[src/rtl/core/ste_pkg.sv]
// shared types and constants for the sprite tile expander
package ste_pkg;

	localparam int TILE_W = 15;
	localparam int POS_W  = 10;
	localparam int IDX_W  = 6;
	localparam int PEN_W  = 16;
	localparam int PAL_W  = 4;

	localparam logic signed [POS_W-1:0] POS_LOW = -10'sd64;

	localparam int ATTR_FLIP_X = 0;
	localparam int ATTR_FLIP_Y = 1;
	localparam int ATTR_ENABLE = 2;
	localparam int ATTR_FLASH  = 5;

	localparam logic [1:0] PRIO_THROUGH = 2'd3;

	localparam logic [1:0] SIZE_8  = 2'd0;
	localparam logic [1:0] SIZE_16 = 2'd1;
	localparam logic [1:0] SIZE_32 = 2'd2;
	localparam logic [1:0] SIZE_64 = 2'd3;

	typedef struct packed {
		logic             load;
		logic             emit;
		logic [IDX_W-1:0] idx;
	} dp_cmd_t;

	typedef struct packed {
		logic keep;
		logic last;
	} dp_stat_t;

endpackage

[src/rtl/core/sprite_tile_expander_top.sv]
// top level of the sprite tile expander: controller, datapath and checks
//
// channel   handshake                 payload
// sprite    start / busy              attr_word tile_base color_size_word ypos_word
//                                     xpos_word draw_priority frame_odd
// tile      tile_valid strobe         tile_code palette pos_x pos_y mirror_x mirror_y
//                                     through_mode key_pen last
// config    cfg_valid / cfg_ready     cfg_data (through pen)
//
// a kept sprite of size code s yields 4^s tile beats (1, 4, 16 or 64), one tile
// beat a cycle from the tile index counter, with busy held meanwhile; a rejected sprite leaves busy low
// tile beats appear in the cycle after the counter, through the output register
// reset is asynchronous, active low, and needs no clearing pass
// the tile receiver cannot stall: each beat is on the ports for one cycle
module sprite_tile_expander_top (
	input  logic                              clk,
	input  logic                              arst_n,
	input  logic                              start,
	output logic                              busy,
	input  logic [15:0]                       attr_word,
	input  logic [15:0]                       tile_base,
	input  logic [15:0]                       color_size_word,
	input  logic [15:0]                       ypos_word,
	input  logic [15:0]                       xpos_word,
	input  logic [1:0]                        draw_priority,
	input  logic                              frame_odd,
	input  logic                              cfg_valid,
	output logic                              cfg_ready,
	input  logic [15:0]                       cfg_data,
	output logic                              tile_valid,
	output logic [ste_pkg::TILE_W-1:0]        tile_code,
	output logic [ste_pkg::PAL_W-1:0]         palette,
	output logic signed [ste_pkg::POS_W-1:0]  pos_x,
	output logic signed [ste_pkg::POS_W-1:0]  pos_y,
	output logic                              mirror_x,
	output logic                              mirror_y,
	output logic                              through_mode,
	output logic [ste_pkg::PEN_W-1:0]         key_pen,
	output logic                              last
);

	ste_pkg::dp_cmd_t  cmd;
	ste_pkg::dp_stat_t stat;

	assign cfg_ready = 1'b1;

	ste_ctrl u_ctrl (
		.clk    (clk),
		.arst_n (arst_n),
		.start  (start),
		.busy   (busy),
		.stat   (stat),
		.cmd    (cmd)
	);

	ste_dp u_dp (
		.clk             (clk),
		.arst_n          (arst_n),
		.cmd             (cmd),
		.stat            (stat),
		.cfg_valid       (cfg_valid && cfg_ready),
		.cfg_data        (cfg_data),
		.attr_word       (attr_word),
		.tile_base       (tile_base),
		.color_size_word (color_size_word),
		.ypos_word       (ypos_word),
		.xpos_word       (xpos_word),
		.draw_priority   (draw_priority),
		.frame_odd       (frame_odd),
		.tile_valid      (tile_valid),
		.tile_code       (tile_code),
		.palette         (palette),
		.pos_x           (pos_x),
		.pos_y           (pos_y),
		.mirror_x        (mirror_x),
		.mirror_y        (mirror_y),
		.through_mode    (through_mode),
		.key_pen         (key_pen),
		.last            (last)
	);

	a_beat_from_busy: assert property (@(posedge clk) disable iff (!arst_n)
		tile_valid |-> $past(busy))
		else $error("tile beat without a sprite in progress");

	a_burst_unbroken: assert property (@(posedge clk) disable iff (!arst_n)
		tile_valid && !last |=> tile_valid)
		else $error("tile burst broken before last beat");

	a_gap_after_last: assert property (@(posedge clk) disable iff (!arst_n)
		tile_valid && last |=> !tile_valid)
		else $error("tile beat straight after last beat");

	a_busy_mid_burst: assert property (@(posedge clk) disable iff (!arst_n)
		tile_valid && !last |-> busy)
		else $error("controller idle in the middle of a burst");

endmodule

[src/rtl/core/ste_ctrl.sv]
// controller state machine stepping the tile index of a kept sprite
module ste_ctrl (
	input  logic              clk,
	input  logic              arst_n,
	input  logic              start,
	output logic              busy,
	input  ste_pkg::dp_stat_t stat,
	output ste_pkg::dp_cmd_t  cmd
);

	typedef enum logic {
		ST_IDLE,
		ST_EMIT
	} state_t;

	state_t                       state_q;
	logic [ste_pkg::IDX_W-1:0]    idx_q;

	always_ff @(posedge clk or negedge arst_n) begin
		if (!arst_n) begin
			state_q <= ST_IDLE;
			idx_q   <= '0;
		end else begin
			case (state_q)
				ST_IDLE: begin
					idx_q <= '0;
					if (start && stat.keep) begin
						state_q <= ST_EMIT;
					end
				end
				ST_EMIT: begin
					if (stat.last) begin
						state_q <= ST_IDLE;
						idx_q   <= '0;
					end else begin
						idx_q <= idx_q + 1'b1;
					end
				end
				default: begin
					state_q <= ST_IDLE;
					idx_q   <= '0;
				end
			endcase
		end
	end

	assign busy     = (state_q != ST_IDLE);
	assign cmd.load = start && (state_q == ST_IDLE);
	assign cmd.emit = (state_q == ST_EMIT);
	assign cmd.idx  = idx_q;

endmodule

[src/rtl/core/ste_dp.sv]
// datapath: sprite culling, tile offset mirroring and result register
module ste_dp (
	input  logic                                clk,
	input  logic                                arst_n,
	input  ste_pkg::dp_cmd_t                    cmd,
	output ste_pkg::dp_stat_t                   stat,
	input  logic                                cfg_valid,
	input  logic [15:0]                         cfg_data,
	input  logic [15:0]                         attr_word,
	input  logic [15:0]                         tile_base,
	input  logic [15:0]                         color_size_word,
	input  logic [15:0]                         ypos_word,
	input  logic [15:0]                         xpos_word,
	input  logic [1:0]                          draw_priority,
	input  logic                                frame_odd,
	output logic                                tile_valid,
	output logic [ste_pkg::TILE_W-1:0]          tile_code,
	output logic [ste_pkg::PAL_W-1:0]           palette,
	output logic signed [ste_pkg::POS_W-1:0]    pos_x,
	output logic signed [ste_pkg::POS_W-1:0]    pos_y,
	output logic                                mirror_x,
	output logic                                mirror_y,
	output logic                                through_mode,
	output logic [ste_pkg::PEN_W-1:0]           key_pen,
	output logic                                last
);

	logic [ste_pkg::PEN_W-1:0]          through_pen_q;
	logic                               flip_x_q;
	logic                               flip_y_q;
	logic [ste_pkg::TILE_W-1:0]         base_q;
	logic [ste_pkg::PAL_W-1:0]          pal_q;
	logic signed [ste_pkg::POS_W-1:0]   sx_q;
	logic signed [ste_pkg::POS_W-1:0]   sy_q;
	logic [1:0]                         size_q;
	logic                               thru_q;

	logic signed [ste_pkg::POS_W-1:0]   sx_w;
	logic signed [ste_pkg::POS_W-1:0]   sy_w;
	logic                               flash_ok;
	logic [2:0]                         span;
	logic [ste_pkg::IDX_W-1:0]          last_idx;
	logic [2:0]                         dx;
	logic [2:0]                         dy;
	logic [2:0]                         dx_m;
	logic [2:0]                         dy_m;
	logic                               is_last;

	logic                               tile_valid_q;
	logic [ste_pkg::TILE_W-1:0]         tile_code_q;
	logic [ste_pkg::PAL_W-1:0]          palette_q;
	logic signed [ste_pkg::POS_W-1:0]   pos_x_q;
	logic signed [ste_pkg::POS_W-1:0]   pos_y_q;
	logic                               mirror_x_q;
	logic                               mirror_y_q;
	logic                               through_mode_q;
	logic [ste_pkg::PEN_W-1:0]          key_pen_q;
	logic                               last_q;

	// nine bit positions wrap to -256..255
	assign sx_w     = {xpos_word[8], xpos_word[8:0]};
	assign sy_w     = {ypos_word[8], ypos_word[8:0]};
	assign flash_ok = !attr_word[ste_pkg::ATTR_FLASH] || frame_odd;

	assign stat.keep = attr_word[ste_pkg::ATTR_ENABLE]
		&& (attr_word[7:6] == draw_priority)
		&& flash_ok
		&& (sx_w > ste_pkg::POS_LOW)
		&& (sy_w > ste_pkg::POS_LOW);

	always_comb begin
		case (size_q)
			ste_pkg::SIZE_8: begin
				span     = 3'd0;
				last_idx = 6'd0;
			end
			ste_pkg::SIZE_16: begin
				span     = 3'd1;
				last_idx = 6'd3;
			end
			ste_pkg::SIZE_32: begin
				span     = 3'd3;
				last_idx = 6'd15;
			end
			default: begin
				span     = 3'd7;
				last_idx = 6'd63;
			end
		endcase
	end

	// morton order: even index bits give the column, odd bits the row
	assign dx      = {cmd.idx[4], cmd.idx[2], cmd.idx[0]};
	assign dy      = {cmd.idx[5], cmd.idx[3], cmd.idx[1]};
	assign dx_m    = flip_x_q ? (span - dx) : dx;
	assign dy_m    = flip_y_q ? (span - dy) : dy;
	assign is_last = (cmd.idx == last_idx);

	assign stat.last = is_last;

	always_ff @(posedge clk or negedge arst_n) begin
		if (!arst_n) begin
			through_pen_q <= '0;
			tile_valid_q  <= 1'b0;
		end else begin
			if (cfg_valid) begin
				through_pen_q <= cfg_data;
			end
			tile_valid_q <= cmd.emit;
		end
	end

	always_ff @(posedge clk) begin
		if (cmd.load) begin
			flip_x_q <= attr_word[ste_pkg::ATTR_FLIP_X];
			flip_y_q <= attr_word[ste_pkg::ATTR_FLIP_Y];
			base_q   <= tile_base[ste_pkg::TILE_W-1:0];
			pal_q    <= color_size_word[7:4];
			sx_q     <= sx_w;
			sy_q     <= sy_w;
			size_q   <= color_size_word[1:0];
			thru_q   <= (draw_priority == ste_pkg::PRIO_THROUGH);
		end
		if (cmd.emit) begin
			tile_code_q    <= base_q + {{(ste_pkg::TILE_W-ste_pkg::IDX_W){1'b0}}, cmd.idx};
			palette_q      <= pal_q;
			pos_x_q        <= sx_q + $signed({4'b0000, dx_m, 3'b000});
			pos_y_q        <= sy_q + $signed({4'b0000, dy_m, 3'b000});
			mirror_x_q     <= flip_x_q;
			mirror_y_q     <= flip_y_q;
			through_mode_q <= thru_q;
			key_pen_q      <= thru_q ? through_pen_q : '0;
			last_q         <= is_last;
		end
	end

	assign tile_valid   = tile_valid_q;
	assign tile_code    = tile_code_q;
	assign palette      = palette_q;
	assign pos_x        = pos_x_q;
	assign pos_y        = pos_y_q;
	assign mirror_x     = mirror_x_q;
	assign mirror_y     = mirror_y_q;
	assign through_mode = through_mode_q;
	assign key_pen      = key_pen_q;
	assign last         = last_q;

endmodule

[config.mk]
export PLATFORM = sky130hd
export DESIGN_NAME = sprite_tile_expander_top
export DESIGN_NICKNAME = d
export VERILOG_FILES = /design/src/rtl/core/ste_pkg.sv /design/src/rtl/core/sprite_tile_expander_top.sv /design/src/rtl/core/ste_ctrl.sv /design/src/rtl/core/ste_dp.sv
export SDC_FILE = /design/constraint.sdc
export NUM_CORES = 1
export LEC_CHECK = 0
export BUFFER_PORTS_ARGS = -buffer_cell sky130_fd_sc_hd__buf_2
export CORE_MARGIN = 5
export CORE_UTILIZATION = 54
export CTS_CLUSTER_SIZE = 28
export DETAILED_ROUTE_END_ITERATION = 8
export PLACE_DENSITY = 0.84
export SETUP_SLACK_MARGIN = 0.02
export SYNTH_ARGS = -nofsm -noshare
export SYNTH_HDL_FRONTEND = slang
export SYNTH_HIERARCHICAL = 1
export SYNTH_SLANG_ARGS = --single-unit
[constraint.sdc]
create_clock -name clk -period 5 [get_ports clk]
set_input_delay 0.75 -clock clk [delete_from_list [all_inputs] [get_ports clk]]
set_output_delay 0.75 -clock clk [all_outputs]
set_load 0.005 [all_outputs]
# --- Word level (Yosys, flattened, before mapping) ---
# Cells that the tools add are included.
totals:
  inputBits: 103
  register_bits: 125
op_classes:
  n_reduce_logical: 9
  mux: 9
  order_cmp: 2
  n_addsub: 6
  eq_ne: 5
  n_bitwise: 1
op_table:
  columns: ["op", "n"]
  rows:
  - ["9-bit by 7-bit adder with 10-bit output", 2]
  - ["9-bit by 7-bit > comparator with 1-bit output, second input constant", 2]
  - ["6-bit case mux with 3 select lines", 1]
  - ["15-bit by 6-bit adder with 15-bit output", 1]
  - ["6-bit case mux with 2 select lines", 1]
  - ["3-bit case mux with 3 select lines", 1]
  - ["6-bit by 1-bit adder with 6-bit output, second input constant", 1]
  - ["6-bit == test", 1]
  - ["1-bit logical AND", 6]
  - ["3-bit two-way mux", 2]
  - ["6-bit two-way mux", 1]
  - ["3-bit subtractor", 2]
  - ["2-bit == test, second input constant", 2]
  - ["2-bit by 1-bit == test with 1-bit output, second input constant", 1]
  - ["2-bit == test", 1]
  - ["2-bit zero test", 1]
  - ["1-bit two-way mux", 2]
  - ["1-bit case mux with 2 select lines", 1]
  - ["1-bit zero test", 1]
  - ["1-bit logical OR", 1]
  - ["1-bit NOT", 1]

# --- Logic depth before layout (Yosys ltp) ---
# Gate-level depths: netlist of run 1.
depth:
  depth_word: 8
  ltp_mapped: 10
  depth_no_buf: 10

# --- By module ---
# The synthesis of run 1 kept the hierarchy.
modules_own_cells:
  columns: ["module", "cells_per_inst", "n_inst", "area_each_um2", "seq_area_each_um2"]
  rows:
  - ["ste_dp", 285, 1, 4788.3, 3458.3]
  - ["ste_ctrl", 28, 1, 299.0, 175.2]
  - ["sprite_tile_expander_top", 2, 1, 11.3, 0.0]

# --- Worst setup path after synthesis of run 1 ---
# No wires, ideal clock.
synth_path:
  path_type: "in2reg"
  startpoint: "input start"
  endpoint: "register u_dp/base_q[0] in the netlist's numbering (enable)"
  slack_ps: 1897
  stages: 1
  n_path_buf: 0
  t_arrival_ps: 2655
  path_cell_list: "nor2b_1"
synth_between:
  elab_chain_len: 1
synth_lines:
  columns: ["item", "line_no", "rtl"]
  rows:
  - ["start, declared", "sprite_tile_expander_top.sv:18", "input logic start,"]
  - ["1-bit logical AND", "ste_ctrl.sv:48", "assign cmd.load = start && (state_q == ST_IDLE);"]
  - ["end signal, assigned", "ste_dp.sv:117", "base_q <= tile_base[ste_pkg::TILE_W-1:0];"]
  - ["end, declared", "ste_dp.sv:31", "logic [ste_pkg::TILE_W-1:0] base_q;"]
# Every way passes these cells.
# A chain may end at the register's enable or synchronous reset.

# --- Final worst setup path of run 1 ---
layout_path:
  startpoint: "register u_dp.size_q[1]"
  endpoint: "register u_dp.pos_y_q, in the netlist u_dp/pos_y[7], data pin"
layout_between:
  elab_chain_len: 5
layout_lines:
  columns: ["item", "line_no", "rtl"]
  rows:
  - ["start, declared", "ste_dp.sv:35", "logic [1:0] size_q;"]
  - ["start signal, assigned", "ste_dp.sv:121", "size_q <= color_size_word[1:0];"]
  - ["2-bit == test (tied with other cells)", "ste_dp.sv:72", "case (size_q)"]
  - ["3-bit case mux with 3 select lines *", "ste_dp.sv:72", null]
  - ["3-bit subtractor *", "ste_dp.sv:96", "assign dy_m = flip_y_q ? (span - dy) : dy;"]
  - ["3-bit two-way mux *", "ste_dp.sv:96", null]
  - ["9-bit by 7-bit adder with 10-bit output *", "ste_dp.sv:128", "pos_y_q <= sy_q + $signed({4'b0000, dy_m, 3'b000});"]
  - ["end signal, assigned", "ste_dp.sv:128", null]
  - ["end, declared", "ste_dp.sv:53", "logic signed [ste_pkg::POS_W-1:0] pos_y_q;"]
# Mark *: on every way between the ends. The rest lies on a longest branch, timed or not.

==> results list, run 1 <==
* Run status: completed
* Clock root buffer master: sky130_fd_sc_hd__clkbuf_8
* Fraction of final layout cells with drive strength greater than 1: 38.81%
- Total count of max-transition violations in the final report: 0
- Clock latency on the worst-skew pair, taken at its later pin, is 0.50 ns.
* VDD IR-drop max: 0.2608 mV
* Setup slack of the most critical reg-to-reg path: 2.28 ns
- The count of endpoints failing hold in the final timing report came to 0.
- Before antenna repair, the detailed router went through 4 iterations.
- In the finished design, the share of the clock period the worst path needs comes to 54.35%.
- CORE AREA: 9240 sq um
- For the worst flop-to-flop path, the logic depth is 9.
* Type of element capturing the critical path: register
- In this run the biggest area consumer among cell types represents 59.48% of the synthesized area.
* CTS Hold Buffers Added: 0
* Worst slew pin tran: 1.140 ns
- Area growth from synthesis to final layout: 27.71%
* Total length of routed wires: 9218 um
- On the final layout, the worst hold slack is 0.2214 ns.
- Once the floorplan was initialized, standard cells occupied 55.18% of the core.
* Count of filler cells inserted in the layout: 631
* Number of antenna-violating nets in the routed design: 0
- Critical Path AT: 2.95 ns
- Setup repair after global routing missed its margin: no
* Max transition margin: 23.84%
- In this run the cell area of the synthesized design comes to 5099 sq um.
- The analysis attributes to cell leakage a power of 2.697 nW.
* Clock Path Buffers: 2
- Final TNS setup: 0 ns
* Gate count of the mapped netlist: 315
- Initial detailed-routing violation count: 91
* RR Endpoint: u_dp/pos_y[7]$_DFFE_PP_
- Synthesis instantiated 41 different standard cells from the library.
- The count of cells in the finished layout, fillers not included, comes to 598.
- Clock-pin slew was measured on the worst setup and hold paths at 0.06 ns.
* Peak fanout along the critical path: 6
* Via total after detailed routing: 2963
* Part of the Yosys area used for sequential elements: 71.26%
* IO Pins: 165
* Post-Syn Nets: 440
- Routability cong.: 0.7716
* Leftover overflow at the end of global routing: 0
- WL/cell: 15.41 um
* Number of warnings reported in the yosys synthesis log: 6
- The floorplan step defined a die boundary enclosing 11490 sq um.
- Placed wire-length estimate: 6407 um
- The clock drives 125 sinks.
- Mean instance size in the synthesized netlist: 16.19 sq um
- Clock tree synthesis inserted a total of 17 buffers.
- Period minus WS final: 2.717 ns
- FMAX: 368.0 MHz
- Synthesis inferred 125 register bits.
- The die is 107.2 um wide.
- TritonCTS built the clock tree.
- 0 antenna diodes ended up in the layout.
* DRC violation count after routing: 0
* Number of levels in the clock H-tree: 4
- Vias in the first global route: 3070
- Number of rows created at floorplan: 35
- By area the synthesized netlist is led by sky130_fd_sc_hd__edfxtp_1, sky130_fd_sc_hd__dfrtp_1, sky130_fd_sc_hd__ha_1, sky130_fd_sc_hd__mux2_2, sky130_fd_sc_hd__xnor2_1.
- Total setup buffers inserted after CTS: 0
* Cell taking the most area after synthesis: sky130_fd_sc_hd__edfxtp_1
* Critical register-to-register path startpoint: u_dp/size_q[1]$_DFFE_PP_
* Final setup viols: 0
* Max-cap violation count: 0
- The tightest min-delay check is of the primary input to asynchronous set/reset pin type.
- Count of port buffers added during placement: 128
- Wire length of the first global-routing pass: 14930 um
* Height of the die: 107.2 um
- Tot GR Track Use: 17.09%
- Entering global routing, the biggest net connects 63 pins.
- Data required time at the worst endpoint: 5.24 ns
- Nets@finish: 581
* Crit Path Class: register to register
* Total power divided by cell area: 551.1 nW/um^2
* Vias per cell: 4.955
- Post-CTS repair changed the size of 0 cells.
- Post-placement cell count: 566
- Between clock sinks in the finished design, the worst skew comes to 0.01278 ns.
- The number of antenna violations at the first check in global routing is 0.
* CP startpoint kind: register
## metal layers
| layer | GRT usage, % | share of wire, % | routed length [um] |
|---|---|---|---|
| met5 | 0 | 0 | 0 |
| met4 | 7.032 | 1.0 | 93 |
| met3 | 4.395 | 5.3 | 489 |
| met1 | 20.85 | 42 | 3892 |
| met2 | 28.95 | 51 | 4744 |
## critical path, cell delays in order (launching register included)
cell and delay [ns]:
sky130_fd_sc_hd__edfxtp_1 0.47, sky130_fd_sc_hd__nor2_1 0.20, sky130_fd_sc_hd__ha_1 0.19, sky130_fd_sc_hd__fa_1 0.42, sky130_fd_sc_hd__mux2i_1 0.22, sky130_fd_sc_hd__inv_1 0.09
sky130_fd_sc_hd__fa_1 0.43, sky130_fd_sc_hd__nor2b_1 0.16, sky130_fd_sc_hd__o21ai_0 0.13, sky130_fd_sc_hd__xnor2_1 0.16
## state kept, by name, summed over array words and instances, names as in the netlist, 2 cells and up
| signal | count |
|---|---|
| u_dp/sy_q | 9 |
| u_dp/key_pen | 16 |
| u_dp/base_q | 15 |
| u_dp/pos_y | 10 |
| u_dp/through_pen_q | 16 |
| u_dp/size_q | 2 |
| u_dp/tile_code | 15 |
| u_dp/pal_q | 4 |
| u_dp/pos_x | 10 |
| u_dp/sx_q | 9 |
| u_ctrl/idx_q | 6 |
| u_dp/palette | 4 |
## final cells by class
cell class                      instances  area [sq um]  share of cell area, %
Inverter                               13         48.80                 0.7494
Clock inverter                         14         215.2                  3.305
Multi-Input combinational cell        170          1385                  21.27
Tap cell                              129         161.4                  2.479
Clock buffer                           18         417.9                  6.418
Sequential cell                       125          3635                  55.82
Timing Repair Buffer                  129         648.1                  9.954
## cell families (layout without fill, tap and decap cells)
group	count (synthesis)	in the layout	share of synthesized area, %
muxes	19	19	4.123
buffers and inverters	20	174	1.718
AOI/OAI and AO/OA	29	29	4.196
xor gates and xnor gates	29	29	4.982
and+or+nand+nor	70	70	7.509
DFF	125	125	71.26
adders and majority gates	22	22	6.135
other	1	1	0.07355
## how the worst max path moves through the flow
stage	slack (ns)	from	endpoint
floorplan	1.90	start	u_dp/base_q[0]$_DFFE_PP_
global placement	2.36	u_dp/size_q[1]$_DFFE_PP_	u_dp/pos_x[8]$_DFFE_PP_
detailed placement	2.30	u_dp/size_q[1]$_DFFE_PP_	u_dp/pos_y[7]$_DFFE_PP_
CTS	2.29	u_dp/size_q[1]$_DFFE_PP_	u_dp/pos_y[7]$_DFFE_PP_
global route	2.06	u_dp/size_q[1]$_DFFE_PP_	u_dp/pos_y[7]$_DFFE_PP_
finish	2.28	u_dp/size_q[1]$_DFFE_PP_	u_dp/pos_y[7]$_DFFE_PP_
## cells in the final DEF, fill, tap and decap left out, drive strengths merged
cell type | Yosys | routed
a22o | 1 | 1
nor4 | 2 | 2
bufinv | 0 | 5
nor3b | 1 | 1
a21o | 3 | 3
or4 | 2 | 2
nand2 | 11 | 11
nand3 | 4 | 4
o21a | 3 | 3
or3 | 1 | 1
xor2 | 12 | 12
o211ai | 1 | 1
nor2b | 4 | 4
or2 | 2 | 2
fa | 5 | 5
edfxtp | 101 | 101
and2 | 18 | 18
mux2i | 3 | 3
nand2b | 1 | 1
clkinvlp | 0 | 3
dfrtp | 24 | 24
clkinv | 0 | 4
a21oi | 8 | 8
and3 | 2 | 2
conb | 1 | 1
inv | 13 | 15
nor2 | 14 | 14
nor3 | 3 | 3
clkbuf | 3 | 18
and4 | 1 | 1
xnor2 | 17 | 17
mux2 | 16 | 16
buf | 4 | 129
nand4 | 4 | 4
o21ai | 7 | 7
o31a | 1 | 1
o311ai | 2 | 2
o2111ai | 1 | 1
a2111oi | 2 | 2
ha | 17 | 17
## Yosys cell counts
master	count
sky130_fd_sc_hd__xnor2_1	17
sky130_fd_sc_hd__a2111oi_4	1
sky130_fd_sc_hd__edfxtp_1	101
sky130_fd_sc_hd__o211ai_1	1
sky130_fd_sc_hd__nand2_1	11
sky130_fd_sc_hd__o311ai_1	2
sky130_fd_sc_hd__nand2b_1	1
sky130_fd_sc_hd__nor2b_1	4
sky130_fd_sc_hd__dfrtp_1	24
sky130_fd_sc_hd__mux2_2	16
sky130_fd_sc_hd__nor3b_1	1
sky130_fd_sc_hd__a2111oi_2	1
sky130_fd_sc_hd__o2111ai_1	1
sky130_fd_sc_hd__nand3_2	1
sky130_fd_sc_hd__conb_1	1
sky130_fd_sc_hd__clkbuf_1	3
sky130_fd_sc_hd__o21ai_0	7
sky130_fd_sc_hd__o31a_1	1
sky130_fd_sc_hd__or3_1	1
sky130_fd_sc_hd__nand4_1	4
sky130_fd_sc_hd__nor2_1	14
sky130_fd_sc_hd__and2_1	18
sky130_fd_sc_hd__and4_1	1
sky130_fd_sc_hd__inv_1	13
sky130_fd_sc_hd__and3_4	1
sky130_fd_sc_hd__a22o_1	1
sky130_fd_sc_hd__xor2_1	12
sky130_fd_sc_hd__and3_1	1
sky130_fd_sc_hd__mux2i_1	3
sky130_fd_sc_hd__nor4_1	2
sky130_fd_sc_hd__a21oi_1	8
sky130_fd_sc_hd__nor3_1	3
sky130_fd_sc_hd__or4_1	2
sky130_fd_sc_hd__buf_2	1
sky130_fd_sc_hd__buf_4	3
sky130_fd_sc_hd__nand3_1	3
sky130_fd_sc_hd__o21a_1	3
sky130_fd_sc_hd__fa_1	5
sky130_fd_sc_hd__a21o_1	3
sky130_fd_sc_hd__or2_2	2
sky130_fd_sc_hd__ha_1	17
## metrics by stage
step	utilization, %	power [mW]	area [sq um]	setup slack (ns)
finish	70.47	3.588	6511	2.283
global route	70.47	3.786	6511	2.061
CTS	70.47	3.634	6511	2.288
detailed placement	63.62	2.322	5878	2.298
global placement	63.62	2.289	5878	2.355
floorplan	-	1.978	5099	1.897
## where the power goes
| group | internal, mW | leakage (nW) | switching, mW |
|---|---|---|---|
| Sequential | 1.51 | 1.26 | 0.108 |
| Combinational | 0.289 | 1.14 | 0.389 |
| Clock | 0.860 | 0.297 | 0.434 |
| Total | 2.66 | 2.70 | 0.931 |
Note: power is estimated with default switching activity, not from simulation.
==> inputs of run 2 (changes only) <==
--- a/config.mk
+++ b/config.mk
@@ -7,10 +7,10 @@
 export LEC_CHECK = 0
 export BUFFER_PORTS_ARGS = -buffer_cell sky130_fd_sc_hd__buf_2
 export CORE_MARGIN = 5
-export CORE_UTILIZATION = 54
+export CORE_UTILIZATION = 46
 export CTS_CLUSTER_SIZE = 28
 export DETAILED_ROUTE_END_ITERATION = 8
-export PLACE_DENSITY = 0.84
+export PLACE_DENSITY = 0.76
 export SETUP_SLACK_MARGIN = 0.02
 export SYNTH_ARGS = -nofsm -noshare
 export SYNTH_HDL_FRONTEND = slang
==> constraint.sdc (replaced) <==
create_clock -name clk -period 2.3 [get_ports clk]
set_input_delay 0.345 -clock clk [delete_from_list [all_inputs] [get_ports clk]]
set_output_delay 0.345 -clock clk [all_outputs]
set_load 0.005 [all_outputs]
==> run 2 against run 1 <==
The run now ends with negative setup slack left. Power up 110%. Clock skew is 0.0061 ns lower. Global-route usage decreased by 0.36 points. First-iteration DRC count grew 30%. Sequential cell count unchanged. Sequential share of layout area down 4.0 points. Critical path depth is the same. Count of clock-buffer cells in the layout rose by 2. Sequential power increased by 120%. Worst setup slack worse by 2.5 ns. Wire length increased by 16%. Final area up 7.7%. Critical endpoint is now u_dp/pos_y[9]$_DFFE_PP_.
==> results list, run 2 (synthesis gave the netlist of run 1 again) <==
- The per-cell routed wire length was 16.08 um (+4.3%).
- The sum of internal, switching and leakage power was 7.712 mW (+110%).
- The startpoint identified for the worst register-to-register timing path is u_dp/size_q[1]$_DFFE_PP_.
- The highest clock frequency the design can meet came to 402.6 MHz (+9.4%).
* Crit-path slowest cell: sky130_fd_sc_hd__fa_1
* Data required time at the worst endpoint: 2.56 ns (-2.68 ns)
* Clock root buffer master: sky130_fd_sc_hd__clkbuf_8
* Pin count of the biggest net entering global routing: 44 (-30%)
- Nets@finish: 635 (+9.3%)
- Setup slack of the most critical reg-to-reg path: -0.18 ns (-2.47 ns)
- HP Start: xpos_word[3]
- Die width: 115.3 um (+7.6%)
- Classification of the worst-slack hold path: primary input to register
* Period minus WS final: 2.484 ns (-0.2333 ns)
* Final critical-path share of the clock period: 108.0% (+54 points)
- Final TNS setup: -1.067 ns (-1.067 ns)
* CP startpoint kind: register
- Run status: complete, but fails checks
* Worst stage delay on the critical path: 0.42 ns (-0.05 ns)
- Via total after detailed routing: 3237 (+9.2%)
* Final setup viols: 9 (+9)
* Clock tree from TritonCTS: built
- The number of buffers added by the clock tree synthesis step is 17 (unchanged).
* Count of port buffers added during placement: 128 (unchanged)
- The effective utilization at floorplan came to 47.03% (-8.1 points).
- Number of cells traversed by the worst register-to-register path: 9 (unchanged)
* VDD IR-drop max: 0.6044 mV (+130%)
* Post-Place Setup Slack: -0.2154 ns (-2.513 ns)
- The power per unit of standard cell area is 1100 nW/um^2 (+100%).
* Worst-path cell chain: nor2_2 > ha_1 > fa_1 > mux2i_2 > inv_1 > fa_2 > nor2b_4 > nor2_1 > o21a_1
* Worst slew pin tran: 0.5565 ns (-0.5836 ns)
* Clock Path Buffers: 2 (unchanged)
- Number of clock sinks: 125 (unchanged)
* Post-layout utilization of the core: 64.67% (-5.8 points)
* RR Endpoint: u_dp/pos_y[9]$_DFFE_PP_
- STA classifies the critical path endpoint as a register.
- Vias in the first global route: 3483 (+13%)
- The first-iteration detailed-routing DRC count is 118 (+30%).
- CTS clock-pin slew for the worst setup and hold paths: 0.06 ns (about the same)
- The number of antenna-violating nets in the routed design was 0 (unchanged).
* Peak fanout along the critical path: 2 (-4)
* DRC violation count after routing: 0 (unchanged)
- From synthesis to final layout, the design area changed by 37.50%.
- Commonest cells after routing, fill and taps aside: sky130_fd_sc_hd__buf_2, sky130_fd_sc_hd__edfxtp_1, sky130_fd_sc_hd__dlygate4sd3_1
- The count of antenna diodes in the layout came to 0 (unchanged).
* Total iterations of the first detailed-routing run: 4 (unchanged)
- Setup repair after global routing missed its margin: yes
- The relative max-transition margin was 62.90% (+39 points).
- Count of final hold-check violations: 0 (unchanged)
- The final reports fail on negative setup slack.
- The number of max-cap violations was 0 (unchanged).
- End point of the most critical hold path: u_dp/sx_q[3]$_DFFE_PP_
- The final weighted congestion in routability-driven placement was 0.7578 (-1.8%).
- The area enclosed by the die boundary is 13290 sq um (+16%).
- Total count of max-transition violations in the final report: 0 (unchanged)
- Number of rows created at floorplan: 38 (+8.6%)
- The global-route total usage across every layer was 16.74% (-0.36 points).
- Number of levels in the clock H-tree: 4 (unchanged)
- The minimum setup slack in the final design was -0.1840 ns (-2.467 ns).
* Clock tree skew after final layout: 0.006642 ns (-0.006134 ns)
- Antenna violations before repair: 0 (unchanged)
- The HPWL after detailed placement came to 7116 um (+11%).
- The vertical die dimension is 115.3 um (+7.6%).
- The library cell used most frequently in the layout, excluding fill and tap cells, is sky130_fd_sc_hd__buf_2.
* Leftover overflow at the end of global routing: 0 (unchanged)
* IO Pins: 165 (unchanged)
- Critical Path AT: 2.75 ns (-0.20 ns)
- The area of the core region was 10840 sq um (+17%).
- The worst setup path is of the register to register kind.
- The clock network latency to the later pin of the worst-skew pair was 0.52 ns (+0.02 ns).
* Instance count along the most critical hold path: 1
- The final routed wirelength across all metal layers was 10660 um (+16%).
* Vias per cell: 4.882 (-1.5%)
- The worst-case hold slack is 0.02753 ns (-0.1939 ns).
* Wire length of the first global-routing pass: 16610 um (+11%)
* Static Leakage: 2.911 nW (+7.9%)
- The share of cells above drive strength 1 was 40.92% (+2.1 points).
-- run 2: per-stage QoR --
stage	std cells	instance area, sq um
final	663	7010
after global routing	663	7010
after CTS	661	6960
after detailed placement	591	6015
after global placement	591	6015
after floorplan	315	5119
-- run 2: final cells by class --
class	instances	area [sq um]
clock buffer	20	425.4
clock inverter	12	122.6
fill	805	3830
inverter	13	48.80
multi-input combinational	170	1458
sequential	125	3635
tap	140	175.2
timing repair buffer	183	1146
-- run 2: power by group --
part           switching, mW  internal [mW]
combinational          0.910          0.810
sequential             0.266           3.27
clock                  0.926           1.53
-- run 2: worst max-delay path by stage --
stage	startpoint	end	slack (ns)	cells after the start
after detailed placement	u_dp/size_q[0]$_DFFE_PP_	u_dp/pos_y[7]$_DFFE_PP_	-0.22	9
after CTS	u_dp/size_q[1]$_DFFE_PP_	u_dp/pos_x[8]$_DFFE_PP_	-0.14	9
after global routing	u_dp/size_q[1]$_DFFE_PP_	u_dp/pos_y[9]$_DFFE_PP_	-0.26	9
after global placement	u_dp/size_q[0]$_DFFE_PP_	u_dp/pos_y[7]$_DFFE_PP_	-0.13	9
after floorplan	u_dp/size_q[1]$_DFFE_PP_	u_dp/pos_x[8]$_DFFE_PP_	-0.06	9
final	u_dp/size_q[1]$_DFFE_PP_	u_dp/pos_y[9]$_DFFE_PP_	-0.18	9
-- run 2: worst max-delay path: cells and delay by family (launching register included) --
family          cells  cell delay [ns]
fa+ha+maj           3             0.98
flops               1             0.40
simple gates        3             0.37
mux                 1             0.21
compound gates      1             0.19
buf+inv             1             0.09
-- run 2: what timing repair did --
item,CTS,global route
endpoints found under the hold margin,60,0
gates resized for setup,7,6
setup buffers,1,2
gates cloned,0,0
endpoints found under the setup margin,10,13
hold buffers,37,0
pin swaps,7,4
-- run 2: layer usage --
metal / global-route usage [%] / vias to the layer above / wire (um)
met2: 30.05 / 123 / 5746
met4: 7.277 / 0 / 197
li1: - / 1547 / -
met1: 18.10 / 1549 / 4034
met3: 5.263 / 18 / 682
met5: 0 / - / 0
